<file path="config.mk">
export PLATFORM = sky130hd
export DESIGN_NAME = usb1_transfer_descriptor_builder_flat
export DESIGN_NICKNAME = d
export VERILOG_FILES = /design/src/utdb_pkg.sv /design/src/utdb_if.sv /design/src/utdb_ctrl.sv /design/src/utdb_dp.sv /design/src/usb1_transfer_descriptor_builder.sv /design/src/flat_wrapper.sv
export VERILOG_INCLUDE_DIRS = /design/src /design/src/src
export SDC_FILE = /design/constraint.sdc
export NUM_CORES = 1
export LEC_CHECK = 0
export BUFFER_PORTS_ARGS = -buffer_cell sky130_fd_sc_hd__buf_2
export CORE_AREA = 2 2 161 148
export CTS_CLUSTER_DIAMETER = 80
export DETAILED_ROUTE_END_ITERATION = 6
export DIE_AREA = 0 0 163 150
export GPL_TIMING_DRIVEN = 0
export PLACE_DENSITY = 0.85
export SLEW_MARGIN = 20
export SYNTH_ARGS = -nofsm -noshare
export SYNTH_HDL_FRONTEND = slang
export SYNTH_HIERARCHICAL = 1
export SYNTH_SLANG_ARGS = --single-unit
</file>
<file path="constraint.sdc">
create_clock -name clk -period 13.5 [get_ports clk]
set_input_delay 0.675 -clock clk [delete_from_list [all_inputs] [get_ports clk]]
set_output_delay 0.675 -clock clk [all_outputs]
set_load 0.05 [all_outputs]
</file>
<file path="src/assert_macros.svh">
// ----------------------------------------------------------------------------
// assert_macros.svh
// Assertion macros shared by the descriptor builder modules. Defining
// NO_ASSERTIONS leaves every use empty.
// ----------------------------------------------------------------------------
`ifndef ASSERT_MACROS_SVH
`define ASSERT_MACROS_SVH

`ifndef NO_ASSERTIONS

// Same-cycle implication.
`define UTDB_ASSERT_IMP(label, clk, rst, ante, cons, msg) \
  label: assert property (@(posedge clk) disable iff (rst) (ante) |-> (cons)) else $error(msg);

// Next-cycle implication.
`define UTDB_ASSERT_NXT(label, clk, rst, ante, cons, msg) \
  label: assert property (@(posedge clk) disable iff (rst) (ante) |=> (cons)) else $error(msg);

`else

`define UTDB_ASSERT_IMP(label, clk, rst, ante, cons, msg)
`define UTDB_ASSERT_NXT(label, clk, rst, ante, cons, msg)

`endif

`endif

</file>
<file path="src/utdb_pkg.sv">
// ----------------------------------------------------------------------------
// utdb_pkg
// Types, codes and field helpers of the USB1 transfer descriptor builder.
// ----------------------------------------------------------------------------
package utdb_pkg;

  localparam int MAX_PACKET_W = 10;
  localparam int PIPE_IDX_N   = 32;

  // Request command codes.
  localparam logic [1:0] CMD_CONTROL = 2'd0;
  localparam logic [1:0] CMD_BULK    = 2'd1;
  localparam logic [1:0] CMD_OPEN    = 2'd2;

  // Token PIDs.
  localparam logic [7:0] PID_OUT   = 8'hE1;
  localparam logic [7:0] PID_IN    = 8'h69;
  localparam logic [7:0] PID_SETUP = 8'h2D;

  // Status word bits.
  localparam logic [31:0] ST_SPD    = 32'h1 << 29;
  localparam logic [31:0] ST_CERR3  = 32'h3 << 27;
  localparam logic [31:0] ST_LS     = 32'h1 << 26;
  localparam logic [31:0] ST_IOC    = 32'h1 << 24;
  localparam logic [31:0] ST_ACTIVE = 32'h1 << 23;

  // Length field for a zero-byte packet, and for the 8-byte setup packet.
  localparam logic [10:0] LEN_NONE  = 11'h7FF;
  localparam logic [10:0] LEN_SETUP = 11'd7;

  localparam logic [15:0] CTRL_MAX_LEN = 16'd1023;

  typedef struct packed {
    logic [1:0]              command;
    logic [4:0]              pipe_index;
    logic                    dir_in;
    logic [6:0]              dev_addr;
    logic [3:0]              endpoint;
    logic                    low_speed;
    logic [MAX_PACKET_W-1:0] max_packet;
    logic [15:0]             length;
    logic [31:0]             setup_addr;
    logic [31:0]             data_addr;
  } req_t;

  typedef struct packed {
    logic [31:0] td_status;
    logic [31:0] td_token;
    logic [31:0] td_buffer;
    logic        last;
    logic        error;
  } td_t;

  typedef enum logic [2:0] {
    K_ERR,
    K_SETUP,
    K_DATA,
    K_STATUS,
    K_BULK
  } td_kind_t;

  typedef enum logic [2:0] {
    ST_IDLE,
    ST_CHECK,
    ST_ERR,
    ST_SETUP,
    ST_DATA,
    ST_STATUS,
    ST_BULK
  } ctrl_state_t;

  // Controller to datapath.
  typedef struct packed {
    logic     init_seq;
    logic     load_out;
    td_kind_t kind;
    logic     step;
    logic     wb_toggle;
  } dp_cmd_t;

  // Datapath to controller.
  typedef struct packed {
    logic is_ctrl;
    logic req_err;
    logic has_data;
    logic bulk_fin;
    logic out_busy;
  } dp_stat_t;

  function automatic logic [31:0] make_token(input logic [6:0] dev, input logic [3:0] ep,
                                             input logic tog, input logic [7:0] pid,
                                             input logic [10:0] len_field);
    make_token = {len_field, 1'b0, tog, ep, dev, pid};
  endfunction

endpackage

</file>
<file path="src/utdb_if.sv">
// ----------------------------------------------------------------------------
// utdb_if
// Valid/ready channels of the descriptor builder: request in, descriptor out.
// ----------------------------------------------------------------------------
interface utdb_req_if;
  logic        valid;
  logic        ready;
  logic [1:0]  command;
  logic [4:0]  pipe_index;
  logic        dir_in;
  logic [6:0]  dev_addr;
  logic [3:0]  endpoint;
  logic        low_speed;
  logic [9:0]  max_packet;
  logic [15:0] length;
  logic [31:0] setup_addr;
  logic [31:0] data_addr;

  modport source (output valid, command, pipe_index, dir_in, dev_addr, endpoint,
                  low_speed, max_packet, length, setup_addr, data_addr,
                  input ready);
  modport sink (input valid, command, pipe_index, dir_in, dev_addr, endpoint,
                low_speed, max_packet, length, setup_addr, data_addr,
                output ready);
endinterface

interface utdb_td_if;
  logic        valid;
  logic        ready;
  logic [31:0] td_status;
  logic [31:0] td_token;
  logic [31:0] td_buffer;
  logic        last;
  logic        error;

  modport source (output valid, td_status, td_token, td_buffer, last, error,
                  input ready);
  modport sink (input valid, td_status, td_token, td_buffer, last, error,
                output ready);
endinterface

</file>
<file path="src/utdb_ctrl.sv">
// ----------------------------------------------------------------------------
// utdb_ctrl
// Sequencer: takes a request, passes through the check stage for the checks
// and the toggle read, then steps the datapath through the descriptors of the chain.
// ----------------------------------------------------------------------------
`include "assert_macros.svh"

module utdb_ctrl
  import utdb_pkg::*;
(
  input  logic       clk,
  input  logic       rst,
  input  logic       in_valid,
  input  logic [1:0] in_command,
  output logic       in_ready,
  output dp_cmd_t    cmd,
  input  dp_stat_t   stat
);

  ctrl_state_t state, state_next;

  always_ff @(posedge clk) begin
    if (rst) begin
      state <= ST_IDLE;
    end else begin
      state <= state_next;
    end
  end

  always_comb begin
    state_next = state;
    in_ready   = 1'b0;
    cmd        = '0;
    cmd.kind   = K_ERR;
    unique case (state)
      ST_IDLE: begin
        in_ready = 1'b1;
        // Pipe open and the unused code finish in the accept cycle.
        if (in_valid && (in_command == CMD_CONTROL || in_command == CMD_BULK)) begin
          state_next = ST_CHECK;
        end
      end
      ST_CHECK: begin
        cmd.init_seq = 1'b1;
        if (stat.req_err) begin
          state_next = ST_ERR;
        end else if (stat.is_ctrl) begin
          state_next = ST_SETUP;
        end else begin
          state_next = ST_BULK;
        end
      end
      ST_ERR: begin
        cmd.kind = K_ERR;
        if (!stat.out_busy) begin
          cmd.load_out = 1'b1;
          state_next   = ST_IDLE;
        end
      end
      ST_SETUP: begin
        cmd.kind = K_SETUP;
        if (!stat.out_busy) begin
          cmd.load_out = 1'b1;
          state_next   = stat.has_data ? ST_DATA : ST_STATUS;
        end
      end
      ST_DATA: begin
        cmd.kind = K_DATA;
        if (!stat.out_busy) begin
          cmd.load_out = 1'b1;
          state_next   = ST_STATUS;
        end
      end
      ST_STATUS: begin
        cmd.kind = K_STATUS;
        if (!stat.out_busy) begin
          cmd.load_out = 1'b1;
          state_next   = ST_IDLE;
        end
      end
      ST_BULK: begin
        cmd.kind = K_BULK;
        if (!stat.out_busy) begin
          cmd.load_out = 1'b1;
          cmd.step     = 1'b1;
          if (stat.bulk_fin) begin
            cmd.wb_toggle = 1'b1;
            state_next    = ST_IDLE;
          end
        end
      end
      default: begin
        state_next = ST_IDLE;
      end
    endcase
  end

  `UTDB_ASSERT_IMP(a_load_when_free, clk, rst, cmd.load_out, !stat.out_busy, "descriptor loaded over a held word")
  `UTDB_ASSERT_IMP(a_wb_on_final, clk, rst, cmd.wb_toggle, state == ST_BULK && stat.bulk_fin && cmd.load_out, "toggle written back before the final chunk")
  `UTDB_ASSERT_NXT(a_status_ends, clk, rst, state == ST_STATUS && cmd.load_out, state == ST_IDLE, "control chain did not end after the status stage")
  `UTDB_ASSERT_NXT(a_check_one_cycle, clk, rst, state == ST_CHECK, state != ST_CHECK && state != ST_IDLE, "check stage did not select a chain")

endmodule

</file>
<file path="src/utdb_dp.sv">
// ----------------------------------------------------------------------------
// utdb_dp
// Datapath: request registers, per-pipe toggle store, chunk walker and the
// output word register.
// ----------------------------------------------------------------------------
`include "assert_macros.svh"

module utdb_dp
  import utdb_pkg::*;
#(
  parameter int PIPE_COUNT      = 32,
  parameter int MAX_DESCRIPTORS = 64
) (
  input  logic     clk,
  input  logic     rst,
  input  req_t     req,
  input  logic     req_accept,
  input  dp_cmd_t  cmd,
  output dp_stat_t stat,
  output td_t      td_word,
  output logic     td_valid,
  input  logic     td_ready
);

  localparam int PW = (PIPE_COUNT > 1) ? $clog2(PIPE_COUNT) : 1;
  localparam int MW = $clog2(MAX_DESCRIPTORS + 1);
  localparam int LW = MAX_PACKET_W + MW;
  localparam int CW = (LW > 16) ? LW : 16;

  // Pipe index reduced modulo the table size, one entry per index value.
  logic [PW-1:0] pipe_wrap [PIPE_IDX_N];

  genvar gi;
  generate
    for (gi = 0; gi < PIPE_IDX_N; gi++) begin : g_wrap
      assign pipe_wrap[gi] = PW'(gi % PIPE_COUNT);
    end
  endgenerate

  req_t            req_q;
  logic [PW-1:0]   pipe_q;
  logic [PW-1:0]   pipe_in;
  logic [LW-1:0]   lim;
  logic            tog_mem [PIPE_COUNT];
  logic [PIPE_COUNT-1:0] tog_vld;
  logic            mem_q;
  logic            vld_q;
  logic            tog;
  logic [15:0]     offset;

  assign pipe_in = pipe_wrap[req.pipe_index];

  always_ff @(posedge clk) begin
    if (req_accept) begin
      req_q  <= req;
      pipe_q <= pipe_in;
      // Largest length that still fits in the descriptor limit.
      lim    <= LW'(req.max_packet) * LW'(MAX_DESCRIPTORS);
      mem_q  <= tog_mem[pipe_in];
      vld_q  <= tog_vld[pipe_in];
    end
  end

  // Toggle store: an entry without its valid bit reads as zero.
  always_ff @(posedge clk) begin
    if (cmd.wb_toggle) begin
      tog_mem[pipe_q] <= ~tog;
    end
  end

  always_ff @(posedge clk) begin
    if (rst) begin
      tog_vld <= '0;
    end else if (req_accept && req.command == CMD_OPEN) begin
      tog_vld[pipe_in] <= 1'b0;
    end else if (cmd.wb_toggle) begin
      tog_vld[pipe_q] <= 1'b1;
    end
  end

  // Chunk walker.
  logic [15:0] rem;
  logic [15:0] mp16;
  logic [15:0] chunk;
  logic        fin;

  assign rem   = req_q.length - offset;
  assign mp16  = 16'(req_q.max_packet);
  assign fin   = rem <= mp16;
  assign chunk = fin ? rem : mp16;

  always_ff @(posedge clk) begin
    if (cmd.init_seq) begin
      tog    <= mem_q & vld_q;
      offset <= '0;
    end else if (cmd.step) begin
      tog    <= ~tog;
      offset <= offset + chunk;
    end
  end

  logic ctrl_err;
  logic bulk_err;

  assign ctrl_err = req_q.length > CTRL_MAX_LEN;
  assign bulk_err = (req_q.length == '0) || (req_q.max_packet == '0) ||
                    (CW'(req_q.length) > CW'(lim));

  assign stat.is_ctrl  = req_q.command == CMD_CONTROL;
  assign stat.req_err  = stat.is_ctrl ? ctrl_err : bulk_err;
  assign stat.has_data = req_q.length != '0;
  assign stat.bulk_fin = fin;
  assign stat.out_busy = td_valid && !td_ready;

  // Descriptor words.
  logic [31:0] st_base;
  logic [7:0]  pid_data;
  logic [7:0]  pid_status;
  td_t         td_next;

  assign st_base    = ST_ACTIVE | ST_CERR3 | (req_q.low_speed ? ST_LS : '0);
  assign pid_data   = req_q.dir_in ? PID_IN : PID_OUT;
  assign pid_status = req_q.dir_in ? PID_OUT : PID_IN;

  always_comb begin
    td_next = '0;
    unique case (cmd.kind)
      K_SETUP: begin
        td_next.td_status = st_base;
        td_next.td_token  = make_token(req_q.dev_addr, 4'd0, 1'b0, PID_SETUP, LEN_SETUP);
        td_next.td_buffer = req_q.setup_addr;
      end
      K_DATA: begin
        td_next.td_status = st_base | ST_SPD;
        td_next.td_token  = make_token(req_q.dev_addr, 4'd0, 1'b1, pid_data,
                                       11'(req_q.length - 16'd1));
        td_next.td_buffer = req_q.data_addr;
      end
      K_STATUS: begin
        td_next.td_status = st_base | ST_IOC;
        td_next.td_token  = make_token(req_q.dev_addr, 4'd0, 1'b1, pid_status, LEN_NONE);
        td_next.last      = 1'b1;
      end
      K_BULK: begin
        td_next.td_status = st_base | ST_SPD;
        td_next.td_token  = make_token(req_q.dev_addr, req_q.endpoint, tog, pid_data,
                                       11'(chunk - 16'd1));
        td_next.td_buffer = req_q.data_addr + 32'(offset);
        td_next.last      = fin;
      end
      default: begin
        // Rejected request: zero words, marked last.
        td_next.last  = 1'b1;
        td_next.error = 1'b1;
      end
    endcase
  end

  always_ff @(posedge clk) begin
    if (cmd.load_out) begin
      td_word <= td_next;
    end
  end

  always_ff @(posedge clk) begin
    if (rst) begin
      td_valid <= 1'b0;
    end else if (cmd.load_out) begin
      td_valid <= 1'b1;
    end else if (td_ready) begin
      td_valid <= 1'b0;
    end
  end

  `UTDB_ASSERT_IMP(a_err_is_last, clk, rst, td_valid && td_word.error, td_word.last && td_word.td_status == '0, "error word not marked last or not zero")
  `UTDB_ASSERT_IMP(a_step_in_range, clk, rst, cmd.step, offset < req_q.length, "chunk walker ran past the request length")

endmodule

</file>
<file path="src/usb1_transfer_descriptor_builder.sv">
// ----------------------------------------------------------------------------
// usb1_transfer_descriptor_builder
// Turns one transfer request into a chain of USB1 host transfer descriptors.
// ----------------------------------------------------------------------------
// Usage:
//   req carries one request word: control transfer, bulk transfer or pipe
//   open. td carries one descriptor word (status, token, buffer) per beat,
//   with last on the final descriptor of a chain and error on a rejection.
//   A pipe open, and the unused command code, finish in the accept cycle and
//   give no word. A control or bulk request passes through the check stage
//   (length limits, toggle read), then loads one descriptor per cycle into
//   the output register while the receiver keeps up: the first word is
//   loaded from the first descriptor state after the check stage, and the
//   block takes the next request once the last word of a chain is loaded.
//   So a control request gives 2 to 3 words, a rejected request 1 word, a
//   bulk request of n chunks n words, set by the single descriptor sequencer.
//   When the receiver stalls, the held word stays and the sequencer waits.
//   Reset clears the sequencer, the output valid and every stored toggle.
// ----------------------------------------------------------------------------
module usb1_transfer_descriptor_builder
  import utdb_pkg::*;
#(
  parameter int PIPE_COUNT      = 32,
  parameter int MAX_DESCRIPTORS = 64
) (
  input logic          clk,
  input logic          rst,
  utdb_req_if.sink     req,
  utdb_td_if.source    td
);

  req_t     req_word;
  logic     req_accept;
  dp_cmd_t  cmd;
  dp_stat_t stat;
  td_t      td_word;

  assign req_word.command    = req.command;
  assign req_word.pipe_index = req.pipe_index;
  assign req_word.dir_in     = req.dir_in;
  assign req_word.dev_addr   = req.dev_addr;
  assign req_word.endpoint   = req.endpoint;
  assign req_word.low_speed  = req.low_speed;
  assign req_word.max_packet = req.max_packet;
  assign req_word.length     = req.length;
  assign req_word.setup_addr = req.setup_addr;
  assign req_word.data_addr  = req.data_addr;

  assign req_accept = req.valid && req.ready;

  utdb_ctrl u_ctrl (
    .clk        (clk),
    .rst        (rst),
    .in_valid   (req.valid),
    .in_command (req.command),
    .in_ready   (req.ready),
    .cmd        (cmd),
    .stat       (stat)
  );

  utdb_dp #(
    .PIPE_COUNT      (PIPE_COUNT),
    .MAX_DESCRIPTORS (MAX_DESCRIPTORS)
  ) u_dp (
    .clk        (clk),
    .rst        (rst),
    .req        (req_word),
    .req_accept (req_accept),
    .cmd        (cmd),
    .stat       (stat),
    .td_word    (td_word),
    .td_valid   (td.valid),
    .td_ready   (td.ready)
  );

  assign td.td_status = td_word.td_status;
  assign td.td_token  = td_word.td_token;
  assign td.td_buffer = td_word.td_buffer;
  assign td.last      = td_word.last;
  assign td.error     = td_word.error;

endmodule

</file>
<file path="src/flat_wrapper.sv">
// flat-port wrapper written by rule: the top's interface ports become plain ports
module usb1_transfer_descriptor_builder_flat import utdb_pkg::*;
#(
  parameter int PIPE_COUNT      = 32,
  parameter int MAX_DESCRIPTORS = 64
)
  (clk, rst, req_valid, req_command, req_pipe_index, req_dir_in, req_dev_addr, req_endpoint, req_low_speed, req_max_packet, req_length, req_setup_addr, req_data_addr, req_ready, td_valid, td_td_status, td_td_token, td_td_buffer, td_last, td_error, td_ready);
  utdb_req_if req_i ();
  utdb_td_if td_i ();
  input logic clk;
  input logic rst;
  input wire logic [$bits(req_i.valid)-1:0] req_valid;
  input wire logic [$bits(req_i.command)-1:0] req_command;
  input wire logic [$bits(req_i.pipe_index)-1:0] req_pipe_index;
  input wire logic [$bits(req_i.dir_in)-1:0] req_dir_in;
  input wire logic [$bits(req_i.dev_addr)-1:0] req_dev_addr;
  input wire logic [$bits(req_i.endpoint)-1:0] req_endpoint;
  input wire logic [$bits(req_i.low_speed)-1:0] req_low_speed;
  input wire logic [$bits(req_i.max_packet)-1:0] req_max_packet;
  input wire logic [$bits(req_i.length)-1:0] req_length;
  input wire logic [$bits(req_i.setup_addr)-1:0] req_setup_addr;
  input wire logic [$bits(req_i.data_addr)-1:0] req_data_addr;
  output wire logic [$bits(req_i.ready)-1:0] req_ready;
  output wire logic [$bits(td_i.valid)-1:0] td_valid;
  output wire logic [$bits(td_i.td_status)-1:0] td_td_status;
  output wire logic [$bits(td_i.td_token)-1:0] td_td_token;
  output wire logic [$bits(td_i.td_buffer)-1:0] td_td_buffer;
  output wire logic [$bits(td_i.last)-1:0] td_last;
  output wire logic [$bits(td_i.error)-1:0] td_error;
  input wire logic [$bits(td_i.ready)-1:0] td_ready;
  assign req_i.valid = req_valid;
  assign req_i.command = req_command;
  assign req_i.pipe_index = req_pipe_index;
  assign req_i.dir_in = req_dir_in;
  assign req_i.dev_addr = req_dev_addr;
  assign req_i.endpoint = req_endpoint;
  assign req_i.low_speed = req_low_speed;
  assign req_i.max_packet = req_max_packet;
  assign req_i.length = req_length;
  assign req_i.setup_addr = req_setup_addr;
  assign req_i.data_addr = req_data_addr;
  assign req_ready = req_i.ready;
  assign td_valid = td_i.valid;
  assign td_td_status = td_i.td_status;
  assign td_td_token = td_i.td_token;
  assign td_td_buffer = td_i.td_buffer;
  assign td_last = td_i.last;
  assign td_error = td_i.error;
  assign td_i.ready = td_ready;
  usb1_transfer_descriptor_builder #(.PIPE_COUNT(PIPE_COUNT), .MAX_DESCRIPTORS(MAX_DESCRIPTORS)) u_core (.clk(clk), .rst(rst), .req(req_i), .td(td_i));
endmodule
</file>
# Yosys cells after proc, flatten, opt, wreduce, memory -nomap -nowiden
# Memory sizes are Yosys's and may differ from the RTL's. A register that Yosys moved wholly into a read port is not among the register bits.
# Cells that the tools add are included.
dict set report totals {
  regBits 262
  latchBits 0
  mem_bits_rw 32
  mem_bits_ro 160
  input_bits 114
  output_inout_bits 100
  wordCells 125
  n_memories 2
}
dict set report op_classes {
  add_sub_neg 5
  multipliers 0
  div_mod_pow 0
  magnitude_cmp 8
  eq_ne 18
  n_shift 0
  muxes 42
  bitwise_logic 6
  reduce_logical 23
}
# name depth width rd rd_ports_with_merged_regs write_ports line
set memory_table {}
lappend memory_table {{(no name shown)} 32 5 1 0 0 utdb_dp.sv:51} ;# assign pipe_in = pipe_wrap[req.pipe_index];
lappend memory_table {u_core.u_dp.tog_mem 32 1 1 1 1 utdb_dp.sv:44} ;# logic tog_mem [PIPE_COUNT];
# cell n
set ops {}
lappend ops {{one-hot mux 62 bit (4 select lines)} 1}
lappend ops {{one-hot mux 32 bit (3 select lines)} 1}
lappend ops {{2-to-1 mux 32 bit} 2}
lappend ops {{adder 32 x 16 -> 32 bit} 1}
lappend ops {{bitwise AND 32 bit} 1}
lappend ops {{inverter 32 bit} 1}
lappend ops {{bitwise OR 32 bit} 1}
lappend ops {{2-to-1 mux 27 bit} 1}
lappend ops {{2-to-1 mux 3 bit} 8}
lappend ops {{subtractor 11 x 1 -> 11 bit (second input constant)} 2}
lappend ops {{one-hot mux 4 bit (5 select lines)} 1}
lappend ops {{one-hot mux 3 bit (6 select lines)} 1}
lappend ops {{adder 16 bit} 1}
lappend ops {{greater-than comparator 16 x 10 -> 1 bit (second input constant)} 1}
lappend ops {{greater-than comparator 16 bit} 1}
lappend ops {{less-or-equal comparator 16 x 10 -> 1 bit} 1}
lappend ops {{logical NOT 16 bit} 1}
lappend ops {{2-to-1 mux 1 bit} 16}
lappend ops {{2-to-1 mux 16 bit} 1}
lappend ops {{2-to-1 mux 8 bit} 2}
lappend ops {{nonzero test 16 bit} 1}
lappend ops {{subtractor 16 bit} 1}
lappend ops {{== test 3 x 2 -> 1 bit (second input constant)} 4}
lappend ops {{== test 3 bit (second input constant)} 4}
lappend ops {{other kinds (25)} 47}

# Logic depth before layout (Yosys ltp)
dict set report logic_depth {
  ltp_word 11
  depth_mapped 30
  mapped_depth_nobuf 29
}

# Cells and area by module
# The synthesis kept the hierarchy.
# module instances cells_per_inst area_each_um2 seq_area_each_um2
set modules_own_cells {}
lappend modules_own_cells {utdb_dp 1 1221 13596.8 7287.0}
lappend modules_own_cells {utdb_ctrl 1 38 292.8 60.1}
lappend modules_own_cells {usb1_transfer_descriptor_builder 1 1 6.3 0.0}

# Least setup slack after synthesis
# Ideal clock, no wire load.
dict set report synth_path {
  kind {register to register}
  start {register u_core.u_dp.offset[1]}
  end {register u_core.u_dp.offset[9]}
  setup_time_ns 0.137
  t_arrival_ns 5.579
  t_required_ns 13.363
  path_slack_ns 7.785
  stages_incl_launch_ff 29
  path_buffers 1
  synth_period_minus_slack_ns 5.715
  path_cell_list {dfxtp_1 inv_1 ha_1 nor2b_1 o2111ai_1 a211oi_2 nor2_1 xnor2_1 ha_1 a211oi_1 o21ai_0 o221ai_1 a21o_1 o2111ai_2 nor4_4 nand2_2 inv_4 buf_6 o21ai_0 ha_1 a21o_1 nand2_1 a21oi_1 a311o_1 a221oi_2 a2111oi_0 a2111o_1 o21ai_0 o32ai_1}
}
dict set report synth_between {
  elab_chain_len 4
}
# element line
set synth_lines {}
lappend synth_lines {{start: declaration} utdb_dp.sv:49} ;# logic [15:0] offset;
lappend synth_lines {{start signal: assignment} utdb_dp.sv:98} ;# offset <= offset + chunk;
lappend synth_lines {{subtractor 16 bit} utdb_dp.sv:87} ;# assign rem = req_q.length - offset;
lappend synth_lines {{less-or-equal comparator 16 x 10 -> 1 bit} utdb_dp.sv:89} ;# assign fin = rem <= mp16;
lappend synth_lines {{via u_core.u_dp.fin} utdb_dp.sv:85} ;# logic fin;
lappend synth_lines {{2-to-1 mux 16 bit} utdb_dp.sv:90} ;# assign chunk = fin ? rem : mp16;
lappend synth_lines {{adder 16 bit} utdb_dp.sv:98}
# The timed path passes the listed nets, and every way through them passes these cells.
# A chain may end at the register's enable or synchronous reset.

# Final worst setup path
dict set report layout_path {
  start {register u_core.u_dp.offset[1]}
  end {register u_core.u_dp.offset[15]}
}
# The elaborated chain is that of the path after synthesis.

==> results.yml <==
outcome:
  status: "finished, final reports clean"
clocking:
  hold_buffers: 0
  ctsResizeCount: 0
  clock_path_buffers: 3
  clock_latency_ns: 0.53
  cts.sinks: 262
  clk_pin_slew_ns: 0.06
  post_cts_buffers: 0
  numCtsBuffers: 27
  cts-root-buf: "clkbuf_16"
  cts-htree-levels: 1
  cts_tree: "yes"
sta:
  fin_crit_sh_pct: 53.0
  slew_violations: 0
  hold_viol: 0
  fmax_mhz: 140
  setup_viol: 0
  max_slew_margin_pct: 36.8
  rsz0062_at_grt: "no"
  hold_slack_ns: 0.313
  tightest_slew_ns: 0.947
  finClkSkew_ns: 0.0111
  fin_tns_setup_ns: 0
  fin_crit_ns: 7.16
setup_path:
  cpMostUsedCell: "ha_1"
  cp_slowest_stage_delay_ns: 0.54
  r2r_start: "u_core/u_dp/offset[1]$_SDFFE_PP0P_"
  crit_path_start_kind: "flop"
  crit_type: "reg -> reg"
  cpMaxStageDelayCell: "dfxtp_1"
  cp.required_ns: 13.92
  path_max_fanout: 10
  endpoint_kind: "flop"
  worstPathArrival_ns: 7.58
  cp-startpoint: "u_core/u_dp/offset[1]$_SDFFE_PP0P_"
die:
  ioPinCount: 214
  coreArea_um2: 22900
  die-area_um2: 24500
  initial_core_util_pct: 60.7
  die_width_um: 163
  num_rows: 53
  fp.dieH_um: 150
grt:
  grt_pass1_vias: 10700
  grt_max_degree: 46
  gr-total-overflow: 0
  grt_usage_pct: 29.2
  grt_antenna_before_repair: 4
  grt_first_pass_wirelength_um: 55600
layout:
  final_common_cell: "edfxtp_1"
  drive_gt1_share_pct: 21.3
  postLayoutCoreUtil_pct: 71.3
  nets: 1691
  syn_to_final_growth_pct: 17.4
  final_cell_mix: "210 x edfxtp_1, 184 x buf_2, 112 x nand2_1"
route:
  vias: 11200
  wl_per_cell_um: 20.0
  drt-initial-drc-count: 1329
  ant_nets: 0
  drc: 0
  vias_per_cell: 6.12
  firstDrtPassIters: 6
  routed_wl_um: 36700
synthesis:
  synth.distinct_cells: 90
  synth_top_area_share_pct: 45.4
  yosysTopAreaCell: "edfxtp_1"
  async_reset_ff_share_pct: 0
  synth-seq-cells: 262
  synthFlopType: "edfxtp_1"
  synthTopCellsByArea: "edfxtp_1 45%, dfxtp_1 7.5%, ha_1 5.8%, o21ai_0 3.6%, nand2_1 3.0%"
  yosys_warnings: 6
  syn_area_um2: 13900
  synth_edf_count: 210
  avgSynthCellArea_um2: 11.0
  yosysSeqAreaShare_pct: 52.9
  syn_inst: 1260
place:
  port-buffer-count: 184
  post-dp-hpwl_um: 26200
  place_congestion: 0.937
min_path:
  min-delay-start: "req_data_addr[7]"
  min_path_type: "in -> reg"
power:
  power_density_nw_per_um2: 142
  leakage_nw: 6.35
  ir_drop_mv: 0.136
job:
  cap_violations: 0
==> synthesized netlist by cell type, types with 4 or more instances <==
| master | number |
|---|---|
| edfxtp_1 | 210 |
| nand2_1 | 112 |
| o21ai_0 | 99 |
| nor2_1 | 97 |
| a21oi_1 | 66 |
| ha_1 | 64 |
| inv_1 | 62 |
| dfxtp_1 | 52 |
| clkbuf_1 | 37 |
| buf_4 | 35 |
| nand3_1 | 34 |
| xnor2_1 | 29 |
| a22oi_1 | 24 |
| and2_1 | 20 |
| a21o_1 | 19 |
| nor2b_1 | 19 |
| nor3_1 | 18 |
| mux4_2 | 16 |
| xor2_1 | 16 |
| and3_1 | 15 |
| mux2i_1 | 12 |
| nand4_1 | 12 |
| o21a_1 | 11 |
| nand2b_1 | 10 |
| a31oi_1 | 9 |
| nand3b_1 | 8 |
| o22ai_1 | 8 |
| o311ai_0 | 8 |
| or3_1 | 7 |
| a211oi_1 | 6 |
| or2_2 | 6 |
| mux2_2 | 5 |
| nor4_1 | 5 |
| o2111ai_1 | 5 |
| or3b_2 | 5 |
| and4_1 | 4 |
| nor3b_1 | 4 |
| o31a_1 | 4 |
==> worst paths after layout <==
| check | cells after the start | endpoint | slack [ns] |
|---|---|---|---|
| min | 1 | u_core/u_dp/req_q[7]$_DFFE_PP_ | 0.31 |
| max | 28 | u_core/u_dp/offset[15]$_SDFFE_PP0P_ | 6.34 |
| min reg2reg | 2 | u_core/u_dp/tog_vld[28]$_SDFFE_PP0P_ | 0.48 |
| max reg2reg | 28 | u_core/u_dp/offset[15]$_SDFFE_PP0P_ | 6.34 |
==> layer usage <==
layer | GRT usage (%) | up-vias | part of all wire, %
met3 | 5.46 | 86 | 9.0
li1 | - | 5137 | -
met5 | 0 | - | 0
met4 | 10.7 | 0 | 3.6
met1 | 36.9 | 5337 | 38
met2 | 50.3 | 668 | 50
==> layout make-up <==
cell class              instances  area, um^2
clock inverters                14         176
clock buffers                  34         722
repair buffers                188        1000
diodes                          4        10.0
fillers                      1577        6560
inverters                      63         239
multi-input cells             891        6000
flip-flops and latches        262        7350
well taps                     302         378
plain buffers                  77         443
==> sequential cells by signal, indices dropped and copies added (netlist names) <==
register	flops
u_core/u_dp/tog	1
u_core/u_dp/mp16	10
u_core/u_dp/td_valid	1
u_core/u_dp/vld_q	1
u_core/u_dp/req_q	95
u_core/u_dp/tog_mem	32
u_core/u_dp/offset	16
u_core/u_dp/mem_q	1
u_core/u_ctrl/state	3
u_core/u_dp/td_word	65
u_core/u_dp/pipe_q	5
u_core/u_dp/tog_vld	32
==> metrics by stage <==
| stage | setup slack [ns] | cell area [um^2] | instances | total power [W] |
|---|---|---|---|---|
| 6_report | 6.34 | 16300 | 1835 | 0.00232 |
| 5_1_grt | 6.04 | 16300 | 1834 | 0.00241 |
| 4_1_cts | 6.46 | 16300 | 1831 | 0.00232 |
| 3_5_place_dp | 6.62 | 15400 | 1783 | 0.00156 |
| 3_3_place_gp | 6.75 | 15300 | 1779 | 0.00155 |
| 2_1_floorplan | 7.78 | 14000 | 1293 | 0.00142 |
==> cell families (layout without fill, tap and decap cells) <==
group | after synthesis | after routing | share of synthesized area (%)
simple gates | 393 | 393 | 14.1
fa+ha+maj | 68 | 68 | 6.28
other cells | 1 | 38 | 0.0270
buf+inv | 140 | 376 | 4.91
xor+xnor | 45 | 45 | 2.84
mux | 34 | 34 | 3.97
flops | 262 | 262 | 52.9
compound gates | 317 | 317 | 15.0
==> critical path, delay by kind of cell (launching register included) <==
kind | cells | cell delay [ns]
compound gates | 14 | 3.31
buf+inv | 3 | 0.54
flops | 1 | 0.54
fa+ha+maj | 3 | 1.01
simple gates | 6 | 1.10
mux | 1 | 0.28
xor+xnor | 1 | 0.26
==> power by group <==
part	total [W]	leakage (nW)	internal, W	switching, W
Combinational	0.000551	3.52	0.000174	0.000377
Sequential	0.00101	2.39	0.000972	0.0000414
Clock	0.000760	0.439	0.000454	0.000306
Total	0.00232	6.35	0.00160	0.000725
(Power assumes the default switching activity.)
